### src/rtl/core/lfps_pkg.sv
// Shared types, constants and the sensor pattern decoder of the steering block.
// No dependencies.
`default_nettype none

package lfps_pkg;

   localparam int SPEED_W = 10;
   localparam int GAIN_W  = 16;
   localparam int ILIM_W  = 9;
   localparam int PAT_W   = 5;
   localparam int ERR_W   = 4;
   localparam int SUM_W   = 10;
   localparam int CSR_IDX_W  = 3;
   localparam int CSR_DATA_W = 16;

   localparam logic [GAIN_W-1:0]  GAIN_P_RST   = 16'd461;
   localparam logic [GAIN_W-1:0]  GAIN_I_RST   = 16'd8;
   localparam logic [GAIN_W-1:0]  GAIN_D_RST   = 16'd154;
   localparam logic [ILIM_W-1:0]  ILIM_RST     = 9'd400;
   localparam logic [SPEED_W-1:0] ALIM_RST     = 10'd280;
   localparam logic [SPEED_W-1:0] FLOOR_RST    = 10'd150;
   localparam logic [SPEED_W-1:0] CEILING_RST  = 10'd800;

   localparam logic [SPEED_W-1:0] BASE_CURVE    = 10'd450;
   localparam logic [SPEED_W-1:0] BASE_STRAIGHT = 10'd550;
   localparam logic [SPEED_W-1:0] BASE_LOST     = 10'd250;
   localparam logic [SPEED_W-1:0] BASE_CROSS    = 10'd500;

   typedef enum logic [CSR_IDX_W-1:0] {
      CSR_GAIN_P  = 3'd0,
      CSR_GAIN_I  = 3'd1,
      CSR_GAIN_D  = 3'd2,
      CSR_ILIM    = 3'd3,
      CSR_ALIM    = 3'd4,
      CSR_FLOOR   = 3'd5,
      CSR_CEILING = 3'd6
   } csr_index_type;

   typedef enum logic {
      CMD_SAMPLE = 1'b0,
      CMD_CLEAR  = 1'b1
   } cmd_type;

   typedef enum logic [1:0] {
      CLS_STRAIGHT = 2'd0,
      CLS_CURVE    = 2'd1,
      CLS_LOST     = 2'd2,
      CLS_CROSSING = 2'd3
   } path_type;

   typedef struct packed {
      logic [GAIN_W-1:0]  gain_p;
      logic [GAIN_W-1:0]  gain_i;
      logic [GAIN_W-1:0]  gain_d;
      logic [ILIM_W-1:0]  integral_limit;
      logic [SPEED_W-1:0] adjust_limit;
      logic [SPEED_W-1:0] speed_floor;
      logic [SPEED_W-1:0] speed_ceiling;
   } cfg_type;

   typedef struct packed {
      logic signed [ERR_W-1:0] prev_err;
      logic signed [SUM_W-1:0] err_sum;
   } ctrl_state_type;

   typedef struct packed {
      logic [SPEED_W-1:0] wheel_left;
      logic [SPEED_W-1:0] wheel_right;
      path_type           path_class;
   } result_type;

   typedef struct packed {
      logic signed [ERR_W-1:0] err;
      path_type                cls;
      logic [SPEED_W-1:0]      base;
   } class_type;

   function automatic class_type classify(logic [PAT_W-1:0] pat, logic prev_pos);
      class_type c;
      c.err  = 4'sd0;
      c.cls  = CLS_CURVE;
      c.base = BASE_CURVE;
      unique case (pat)
         5'h00: begin
            c.err  = prev_pos ? 4'sd4 : -4'sd4;
            c.cls  = CLS_LOST;
            c.base = BASE_LOST;
         end
         5'h04: begin
            c.cls  = CLS_STRAIGHT;
            c.base = BASE_STRAIGHT;
         end
         5'h02, 5'h06:        c.err = -4'sd1;
         5'h01, 5'h03, 5'h07: c.err = -4'sd3;
         5'h08, 5'h0C:        c.err = 4'sd1;
         5'h10, 5'h18, 5'h1C: c.err = 4'sd3;
         5'h1F, 5'h0E: begin
            c.cls  = CLS_CROSSING;
            c.base = BASE_CROSS;
         end
         default: begin
            if (|pat[1:0]) begin
               c.err = -4'sd2;
            end else if (|pat[4:3]) begin
               c.err = 4'sd2;
            end
         end
      endcase
      return c;
   endfunction

endpackage

`default_nettype wire

### src/rtl/core/lfps_req_if.sv
// Sample channel: valid/ready handshake with command and sensor pattern.
// Depends on lfps_pkg.
`default_nettype none

interface lfps_req_if;
   import lfps_pkg::*;

   logic             valid;
   logic             ready;
   logic             command;
   logic [PAT_W-1:0] sensor_pattern;

   modport source (output valid, output command, output sensor_pattern, input ready);
   modport sink   (input valid, input command, input sensor_pattern, output ready);
endinterface

`default_nettype wire

### src/rtl/core/lfps_rsp_if.sv
// Result channel: valid/ready handshake with wheel speeds and path class.
// Depends on lfps_pkg.
`default_nettype none

interface lfps_rsp_if;
   import lfps_pkg::*;

   logic               valid;
   logic               ready;
   logic [SPEED_W-1:0] wheel_left;
   logic [SPEED_W-1:0] wheel_right;
   logic [1:0]         path_class;

   modport source (output valid, output wheel_left, output wheel_right, output path_class,
                   input ready);
   modport sink   (input valid, input wheel_left, input wheel_right, input path_class,
                   output ready);
endinterface

`default_nettype wire

### src/rtl/core/lfps_calc.sv
// Single-pass PID datapath: decode, integral clamp, Q19.8 sum, adjust and speed clamps.
// Depends on lfps_pkg.
`default_nettype none

module lfps_calc (
   input  wire logic [lfps_pkg::PAT_W-1:0] sensor_pattern,
   input  wire lfps_pkg::ctrl_state_type   state_cur,
   input  wire lfps_pkg::cfg_type          cfg,
   output      lfps_pkg::ctrl_state_type   state_next,
   output      lfps_pkg::result_type       result
);
   import lfps_pkg::*;

   class_type          dec;
   logic signed [10:0] sum_raw;
   logic signed [10:0] ilim_s;
   logic signed [10:0] sum_clamp;
   logic signed [9:0]  sum_new;
   logic signed [4:0]  diff;
   logic signed [16:0] gp_s;
   logic signed [16:0] gi_s;
   logic signed [16:0] gd_s;
   logic signed [20:0] p_term;
   logic signed [26:0] i_term;
   logic signed [21:0] d_term;
   logic signed [27:0] adj;
   logic signed [27:0] adj_bias;
   logic signed [19:0] q;
   logic signed [19:0] alim_s;
   logic signed [10:0] q_clamp;
   logic signed [11:0] left_raw;
   logic signed [11:0] right_raw;
   logic signed [11:0] floor_s;
   logic signed [11:0] ceil_s;

   function automatic logic [SPEED_W-1:0] clamp_speed(logic signed [11:0] v,
                                                       logic signed [11:0] lo,
                                                       logic signed [11:0] hi);
      logic [SPEED_W-1:0] r;
      priority if (v < lo) begin
         r = lo[SPEED_W-1:0];
      end else if (v > hi) begin
         r = hi[SPEED_W-1:0];
      end else begin
         r = v[SPEED_W-1:0];
      end
      return r;
   endfunction

   always_comb begin
      dec = classify(sensor_pattern, (state_cur.prev_err > 4'sd0));

      sum_raw = 11'(dec.err) + 11'(state_cur.err_sum);
      ilim_s  = $signed({2'b00, cfg.integral_limit});
      priority if (sum_raw > ilim_s) begin
         sum_clamp = ilim_s;
      end else if (sum_raw < -ilim_s) begin
         sum_clamp = -ilim_s;
      end else begin
         sum_clamp = sum_raw;
      end
      sum_new = sum_clamp[9:0];

      diff = 5'(dec.err) - 5'(state_cur.prev_err);

      gp_s   = $signed({1'b0, cfg.gain_p});
      gi_s   = $signed({1'b0, cfg.gain_i});
      gd_s   = $signed({1'b0, cfg.gain_d});
      p_term = gp_s * dec.err;
      i_term = gi_s * sum_new;
      d_term = gd_s * diff;
      adj    = 28'(p_term) + 28'(i_term) + 28'(d_term);

      // truncate toward zero
      adj_bias = adj[27] ? (adj + 28'sd255) : adj;
      q        = adj_bias[27:8];

      alim_s = $signed({10'b0, cfg.adjust_limit});
      priority if (q > alim_s) begin
         q_clamp = alim_s[10:0];
      end else if (q < -alim_s) begin
         q_clamp = 11'(-alim_s);
      end else begin
         q_clamp = q[10:0];
      end

      left_raw  = $signed({2'b00, dec.base}) - 12'(q_clamp);
      right_raw = $signed({2'b00, dec.base}) + 12'(q_clamp);
      floor_s   = $signed({2'b00, cfg.speed_floor});
      ceil_s    = $signed({2'b00, cfg.speed_ceiling});

      result.wheel_left  = clamp_speed(left_raw, floor_s, ceil_s);
      result.wheel_right = clamp_speed(right_raw, floor_s, ceil_s);
      result.path_class  = dec.cls;

      state_next.prev_err = dec.err;
      state_next.err_sum  = sum_new;
   end

endmodule

`default_nettype wire

### src/rtl/core/line_follow_pid_steering.sv
// Top level of the line follower PID steering block: input register, datapath, result register.
// Depends on lfps_pkg, lfps_req_if, lfps_rsp_if and lfps_calc.
//
// Takes one transaction per clock cycle while the result is not stalled. The input register and
// the result register bound a single-pass datapath: a sample moves from the input register
// through the datapath into the result register, which raises the result valid. The integral
// and last error update in the same cycle that a sample leaves the input register; a stalled
// result holds the next sample in the input register. A clear command passes through the
// input register without waiting on the result, resets the integral and last error, and
// returns nothing. Configuration writes through csr_ take effect on the next sample and are
// meant for idle periods; an index past the register list is ignored.
`default_nettype none

module line_follow_pid_steering (
   input  wire logic                           clock,
   input  wire logic                           reset,
   lfps_req_if.sink                            req_bus,
   lfps_rsp_if.source                          rsp_bus,
   input  wire logic                           csr_write_enable,
   input  wire logic [lfps_pkg::CSR_IDX_W-1:0] csr_index,
   input  wire logic [lfps_pkg::CSR_DATA_W-1:0] csr_write_data
);
   import lfps_pkg::*;

   cfg_type            cfg_ff, cfg_in;
   logic               s1_valid_ff, s1_valid_in;
   cmd_type            s1_cmd_ff;
   logic [PAT_W-1:0]   s1_pat_ff;
   ctrl_state_type     state_ff, state_in;
   logic               out_valid_ff, out_valid_in;
   result_type         out_ff;

   ctrl_state_type     state_calc;
   result_type         result_calc;
   logic               req_accept;
   logic               out_free;
   logic               s1_adv;

   lfps_calc u_calc (
      .sensor_pattern (s1_pat_ff),
      .state_cur      (state_ff),
      .cfg            (cfg_ff),
      .state_next     (state_calc),
      .result         (result_calc)
   );

   assign out_free   = !out_valid_ff || rsp_bus.ready;
   assign s1_adv     = s1_valid_ff && ((s1_cmd_ff == CMD_CLEAR) || out_free);
   assign req_bus.ready = !s1_valid_ff || s1_adv;
   assign req_accept = req_bus.valid && req_bus.ready;

   always_comb begin
      cfg_in = cfg_ff;
      if (csr_write_enable) begin
         unique case (csr_index)
            CSR_GAIN_P:  cfg_in.gain_p         = csr_write_data;
            CSR_GAIN_I:  cfg_in.gain_i         = csr_write_data;
            CSR_GAIN_D:  cfg_in.gain_d         = csr_write_data;
            CSR_ILIM:    cfg_in.integral_limit = csr_write_data[ILIM_W-1:0];
            CSR_ALIM:    cfg_in.adjust_limit   = csr_write_data[SPEED_W-1:0];
            CSR_FLOOR:   cfg_in.speed_floor    = csr_write_data[SPEED_W-1:0];
            CSR_CEILING: cfg_in.speed_ceiling  = csr_write_data[SPEED_W-1:0];
            default:     cfg_in = cfg_ff;
         endcase
      end
   end

   always_comb begin
      s1_valid_in = s1_valid_ff;
      if (req_accept) begin
         s1_valid_in = 1'b1;
      end else if (s1_adv) begin
         s1_valid_in = 1'b0;
      end

      state_in = state_ff;
      if (s1_adv) begin
         state_in = (s1_cmd_ff == CMD_CLEAR) ? '0 : state_calc;
      end

      out_valid_in = out_valid_ff;
      if (s1_adv && (s1_cmd_ff == CMD_SAMPLE)) begin
         out_valid_in = 1'b1;
      end else if (rsp_bus.ready) begin
         out_valid_in = 1'b0;
      end
   end

   always_ff @(posedge clock) begin
      if (reset) begin
         cfg_ff.gain_p         <= GAIN_P_RST;
         cfg_ff.gain_i         <= GAIN_I_RST;
         cfg_ff.gain_d         <= GAIN_D_RST;
         cfg_ff.integral_limit <= ILIM_RST;
         cfg_ff.adjust_limit   <= ALIM_RST;
         cfg_ff.speed_floor    <= FLOOR_RST;
         cfg_ff.speed_ceiling  <= CEILING_RST;
         s1_valid_ff           <= 1'b0;
         state_ff              <= '0;
         out_valid_ff          <= 1'b0;
      end else begin
         cfg_ff       <= cfg_in;
         s1_valid_ff  <= s1_valid_in;
         state_ff     <= state_in;
         out_valid_ff <= out_valid_in;
      end
   end

   // payload: load only, no reset
   always_ff @(posedge clock) begin
      if (req_accept) begin
         s1_cmd_ff <= cmd_type'(req_bus.command);
         s1_pat_ff <= req_bus.sensor_pattern;
      end
      if (s1_adv && (s1_cmd_ff == CMD_SAMPLE)) begin
         out_ff <= result_calc;
      end
   end

   assign rsp_bus.valid       = out_valid_ff;
   assign rsp_bus.wheel_left  = out_ff.wheel_left;
   assign rsp_bus.wheel_right = out_ff.wheel_right;
   assign rsp_bus.path_class  = out_ff.path_class;

endmodule

`default_nettype wire

### src/flat_wrapper.sv
// flat-port wrapper written by rule: the top's interface ports become plain ports
module line_follow_pid_steering_flat import lfps_pkg::*;
  (clock, reset, csr_write_enable, csr_index, csr_write_data, req_bus_valid, req_bus_command, req_bus_sensor_pattern, req_bus_ready, rsp_bus_valid, rsp_bus_wheel_left, rsp_bus_wheel_right, rsp_bus_path_class, rsp_bus_ready);
  lfps_req_if req_bus_i ();
  lfps_rsp_if rsp_bus_i ();
  input  wire logic clock;
  input  wire logic reset;
  input  wire logic csr_write_enable;
  input  wire logic [lfps_pkg::CSR_IDX_W-1:0] csr_index;
  input  wire logic [lfps_pkg::CSR_DATA_W-1:0] csr_write_data;
  input wire logic [$bits(req_bus_i.valid)-1:0] req_bus_valid;
  input wire logic [$bits(req_bus_i.command)-1:0] req_bus_command;
  input wire logic [$bits(req_bus_i.sensor_pattern)-1:0] req_bus_sensor_pattern;
  output wire logic [$bits(req_bus_i.ready)-1:0] req_bus_ready;
  output wire logic [$bits(rsp_bus_i.valid)-1:0] rsp_bus_valid;
  output wire logic [$bits(rsp_bus_i.wheel_left)-1:0] rsp_bus_wheel_left;
  output wire logic [$bits(rsp_bus_i.wheel_right)-1:0] rsp_bus_wheel_right;
  output wire logic [$bits(rsp_bus_i.path_class)-1:0] rsp_bus_path_class;
  input wire logic [$bits(rsp_bus_i.ready)-1:0] rsp_bus_ready;
  assign req_bus_i.valid = req_bus_valid;
  assign req_bus_i.command = req_bus_command;
  assign req_bus_i.sensor_pattern = req_bus_sensor_pattern;
  assign req_bus_ready = req_bus_i.ready;
  assign rsp_bus_valid = rsp_bus_i.valid;
  assign rsp_bus_wheel_left = rsp_bus_i.wheel_left;
  assign rsp_bus_wheel_right = rsp_bus_i.wheel_right;
  assign rsp_bus_path_class = rsp_bus_i.path_class;
  assign rsp_bus_i.ready = rsp_bus_ready;
  line_follow_pid_steering u_core (.clock(clock), .reset(reset), .req_bus(req_bus_i), .rsp_bus(rsp_bus_i), .csr_write_enable(csr_write_enable), .csr_index(csr_index), .csr_write_data(csr_write_data));
endmodule
### config.mk
export PLATFORM = sky130hd
export DESIGN_NAME = line_follow_pid_steering_flat
export DESIGN_NICKNAME = d
export VERILOG_FILES = /design/src/rtl/core/lfps_pkg.sv /design/src/rtl/core/lfps_req_if.sv /design/src/rtl/core/lfps_rsp_if.sv /design/src/rtl/core/lfps_calc.sv /design/src/rtl/core/line_follow_pid_steering.sv /design/src/flat_wrapper.sv
export SDC_FILE = /design/constraint.sdc
export NUM_CORES = 1
export LEC_CHECK = 0
export BUFFER_PORTS_ARGS = -buffer_cell sky130_fd_sc_hd__buf_2
export CAP_MARGIN = 20
export CORE_ASPECT_RATIO = 1.4
export CORE_MARGIN = 2
export CORE_UTILIZATION = 49
export CTS_CLUSTER_SIZE = 12
export DETAILED_ROUTE_END_ITERATION = 7
export MAX_ROUTING_LAYER = met4
export PLACE_DENSITY_LB_ADDON = 0.2
export SYNTH_ARGS = -nofsm -noshare
export SYNTH_HDL_FRONTEND = slang
export SYNTH_SLANG_ARGS = --single-unit
export TNS_END_PERCENT = 10
### constraint.sdc
create_clock -name clock -period 37.2 [get_ports clock]
set_input_delay 7.44 -clock clock [delete_from_list [all_inputs] [get_ports clock]]
set_output_delay 7.44 -clock clock [all_outputs]
set_load 0.1 [all_outputs]
==> flow_summary_export.csv <==
group,metric,value,unit
cts,max-clock-path-buffers,2,
layout,fin_nets,2929,
worst_hold_path,min_path_cells,2,
cts,cts.clk_slew.worst_paths,0.07,ns
yosys,synth_area,0.0205,mm2
timing,final.period_utilization,53.4,%
cts,cts_tree,"built",
grt,grtUsageTotal,29.6,%
place,dp_hpwl,50.3,mm
grt,antenna_found_initial,0,
setup_path,critPathLaunchType,"flop",
timing,max_freq,50.3,MHz
yosys,syn_inst,2386,
cts,hold_buffers,0,
yosys,yosys-top-cells-area,"fa_1, ha_1, dfxtp_1, inv_1, nand2_1",
timing,fin_tns_setup,0,ns
timing,finalSetupViolCount,0,
cts,cts_buffers,17,
yosys,postSynth.asyncResetShare,0,%
setup_path,worstSetupStartpoint,"u_core.s1_pat_ff[4]$_DFFE_PP_",
cts,clock-root-buffer,"clkbuf_16",
setup_path,critPathBufInv,10,
setup_path,crit_arrival,20.04,ns
floorplanning,num_rows,88,
detailed_routing,wl,60.0,mm
floorplanning,ios,54,
floorplanning,start_util,49.7,%
setup_path,crit_path_top_delay_cell,"a22o_1",
layout,fillers,3933,
cts,h-tree-depth,4,
yosys,syn-num-nets,2914,
yosys,seq_area_frac_synth,14.2,%
setup_path,max_stage_delay,0.55,ns
setup_path,cpMostUsedCell,"a21oi_1",
detailed_routing,wl_per_cell,20.3,um
worst_hold_path,hp-class,"flop to flop",
layout,post-route-util,53.2,%
timing,hold_violations,0,
setup_path,cp_max_fo,17,
yosys,synth_cell_type_count,91,
yosys,yosys_warnings,0,
yosys,ys_seq_elements,131,
floorplanning,die_area,0.0435,mm2
setup_path,crit_end,"u_core.rsp_bus.wheel_right[8]$_DFFE_PP_",
floorplanning,core,0.0412,mm2
layout,diodes,0,
setup_path,r2r_setup_slack,17.33,ns
flow_run,drv_cap,0,
timing,rsz0062_at_grt,"false",
yosys,syn_avg_cell_area,8.58,um2
setup_path,cp_num_cells,83,
setup_path,crit_path_end_kind,"flop",
setup_path,worst_r2r_endpoint,"u_core.rsp_bus.wheel_right[8]$_DFFE_PP_",
setup_path,crit_family,"compound AO/OA/AOI/OAI gates",
status,run_status,"finished, final reports clean",
place,gp_congestion,1.00,
timing,fin_ws,17.33,ns
timing,slew_violations,0,
layout,final_area,0.0219,mm2
detailed_routing,dr_total_vias,16700,
yosys,synth.largest_area_cell,"fa_1",
place,dpl_cell_area,0.0213,mm2
cts,cts_sinks,131,
grt,grt_pass1_wl,95.4,mm
grt,grt_start_max_net_pins,104,
grt,grt-ovfl-total,0,
layout,area_growth_syn_to_layout,7.02,%
cts,ctsResizeCount,0,
cts,post-cts-setup-buffers,0,
yosys,synth_top_area_share,26.7,%
setup_path,critPathKind,"flop to flop",
setup_path,cp.required,37.37,ns
timing,finalCriticalPeriod,19.87,ns
setup_path,rr_startpoint,"u_core.s1_pat_ff[4]$_DFFE_PP_",
detailed_routing,antenna_left,0,
floorplanning,die_y,246,um
yosys,synth_edf_count,28,
place,dpl_worst_slack,17.66,ns
timing,timing.slew.headroom,25.4,%
detailed_routing,via_per_inst,5.65,
layout,final_layout_size_suffix_gt1_share,7.33,%
detailed_routing,drtPass1Iterations,5,
detailed_routing,drc,0,
timing,skew,0.0210,ns
yosys,synth_ff_type,"dfxtp_1",
place,numPortBuffers,53,
timing,worst_pin_slew,1.12,ns
detailed_routing,drtIter0Drc,871,
cts,clock_latency,0.44,ns
floorplanning,die_w,177,um
setup_path,reg2reg_depth,83,
grt,grt_pass1_vias,17600,
## through the flow
stage | cells | hold WS, ns
4_1_cts | 2953 | 0.458
2_1_floorplan | 2386 | 0.435
6_report | 2954 | 0.456
3_5_place_dp | 2921 | 0.450
3_3_place_gp | 2920 | 0.446
5_1_grt | 2954 | 0.483
## layout make-up
| type | instances | area [um2] | share of cell area, % |
|---|---|---|---|
| clock buffer | 17 | 425 | 1.94 |
| timing repair buffer | 78 | 470 | 2.15 |
| inverter | 356 | 1340 | 6.10 |
| multi-input combinational | 1817 | 16000 | 72.8 |
| tap | 540 | 676 | 3.08 |
| clock inverter | 15 | 139 | 0.634 |
| sequential | 131 | 2900 | 13.3 |
## layout by cell type (no fill, tap or decap), drive strengths merged, types with 21 or more instances in the layout
master,synthesis,layout
nand2,342,342
dfxtp,103,103
nand3,34,34
nand2b,48,48
and2,71,71
mux2i,47,47
xnor2,50,50
o21ai,59,59
a21o,25,25
xor2,30,30
nor3,21,21
ha,225,225
nor2b,65,65
edfxtp,28,28
o21a,24,24
fa,273,273
nand3b,22,22
inv,356,364
or2,30,30
buf,5,78
nor2,129,129
a21oi,143,143
## cells in the mapped netlist (4+ instances only)
library cell / number
xor2_1: 29
nor2_1: 129
edfxtp_1: 28
a211oi_1: 5
a211o_1: 11
inv_1: 353
a21oi_1: 143
fa_1: 273
xnor2_1: 49
nor2b_1: 65
and4_1: 4
a31oi_1: 8
and3_1: 7
or4_1: 4
o21ai_0: 56
nand4_1: 17
nor3_1: 19
o21a_1: 23
and2_1: 71
clkbuf_1: 77
ha_1: 225
a22oi_1: 15
a21boi_0: 4
or2_2: 29
nand3b_1: 22
o21bai_1: 10
dfxtp_1: 103
nor4_1: 4
nand3_1: 33
or3_1: 11
a21o_1: 25
o211ai_1: 9
a2bb2oi_1: 4
mux2i_1: 46
nand2_1: 342
o31ai_1: 7
nand2b_1: 48
## registers in the layout (all words and copies together) (netlist names)
register	count
u_core.cfg_ff	87
u_core.state_ff	14
u_core.rsp_bus.wheel_left	10
u_core.rsp_bus.wheel_right	10
u_core.s1_pat_ff	5
u_core.rsp_bus.path_class	2
u_core.rsp_bus.valid	1
u_core.s1_cmd_ff	1
u_core.s1_valid_ff	1
## cell families after synthesis
group	share of synthesized area (%)
flip-flops	14.2
AO/OA/AOI/OAI	11.9
XOR/XNOR	3.50
buffers and inverters	8.10
AND/OR/NAND/NOR	19.4
adder cells (fa/ha/maj)	40.4
multiplexers	2.44
## worst register-to-register path: cells and delay by family (launching register included)
family,cells,cell delay (ns)
xor+xnor,4,1.24
mux,4,0.79
simple gates,13,1.84
flops,1,0.54
buf+inv,10,2.03
compound gates,39,7.44
fa+ha+maj,13,5.71
## worst min-delay path by stage
stage | start | to | slack [ns]
floorplan | u_core.cfg_ff[60]$_SDFFE_PP0P_ | u_core.cfg_ff[60]$_SDFFE_PP0P_ | 0.44
global placement | u_core.cfg_ff[16]$_SDFFE_PP0P_ | u_core.cfg_ff[16]$_SDFFE_PP0P_ | 0.45
detailed placement | u_core.cfg_ff[19]$_SDFFE_PP0P_ | u_core.cfg_ff[19]$_SDFFE_PP0P_ | 0.45
CTS | u_core.cfg_ff[19]$_SDFFE_PP0P_ | u_core.cfg_ff[19]$_SDFFE_PP0P_ | 0.46
global route | u_core.cfg_ff[13]$_SDFFE_PP0P_ | u_core.cfg_ff[13]$_SDFFE_PP0P_ | 0.48
finish | u_core.cfg_ff[16]$_SDFFE_PP0P_ | u_core.cfg_ff[16]$_SDFFE_PP0P_ | 0.46
## routing by layer
| layer | global-route usage (%) | vias to the layer above | part of all wire [%] |
|---|---|---|---|
| met5 | - | - | 0 |
| met3 | 2.97 | 198 | 3.1 |
| met1 | 28.8 | 8263 | 34 |
| met4 | 17.0 | 0 | 6.9 |
| met2 | 56.1 | 443 | 56 |
| li1 | - | 7792 | - |
Power is not shown: default switching activity piles up to over one toggle a cycle in this logic, so the estimate is an artifact.
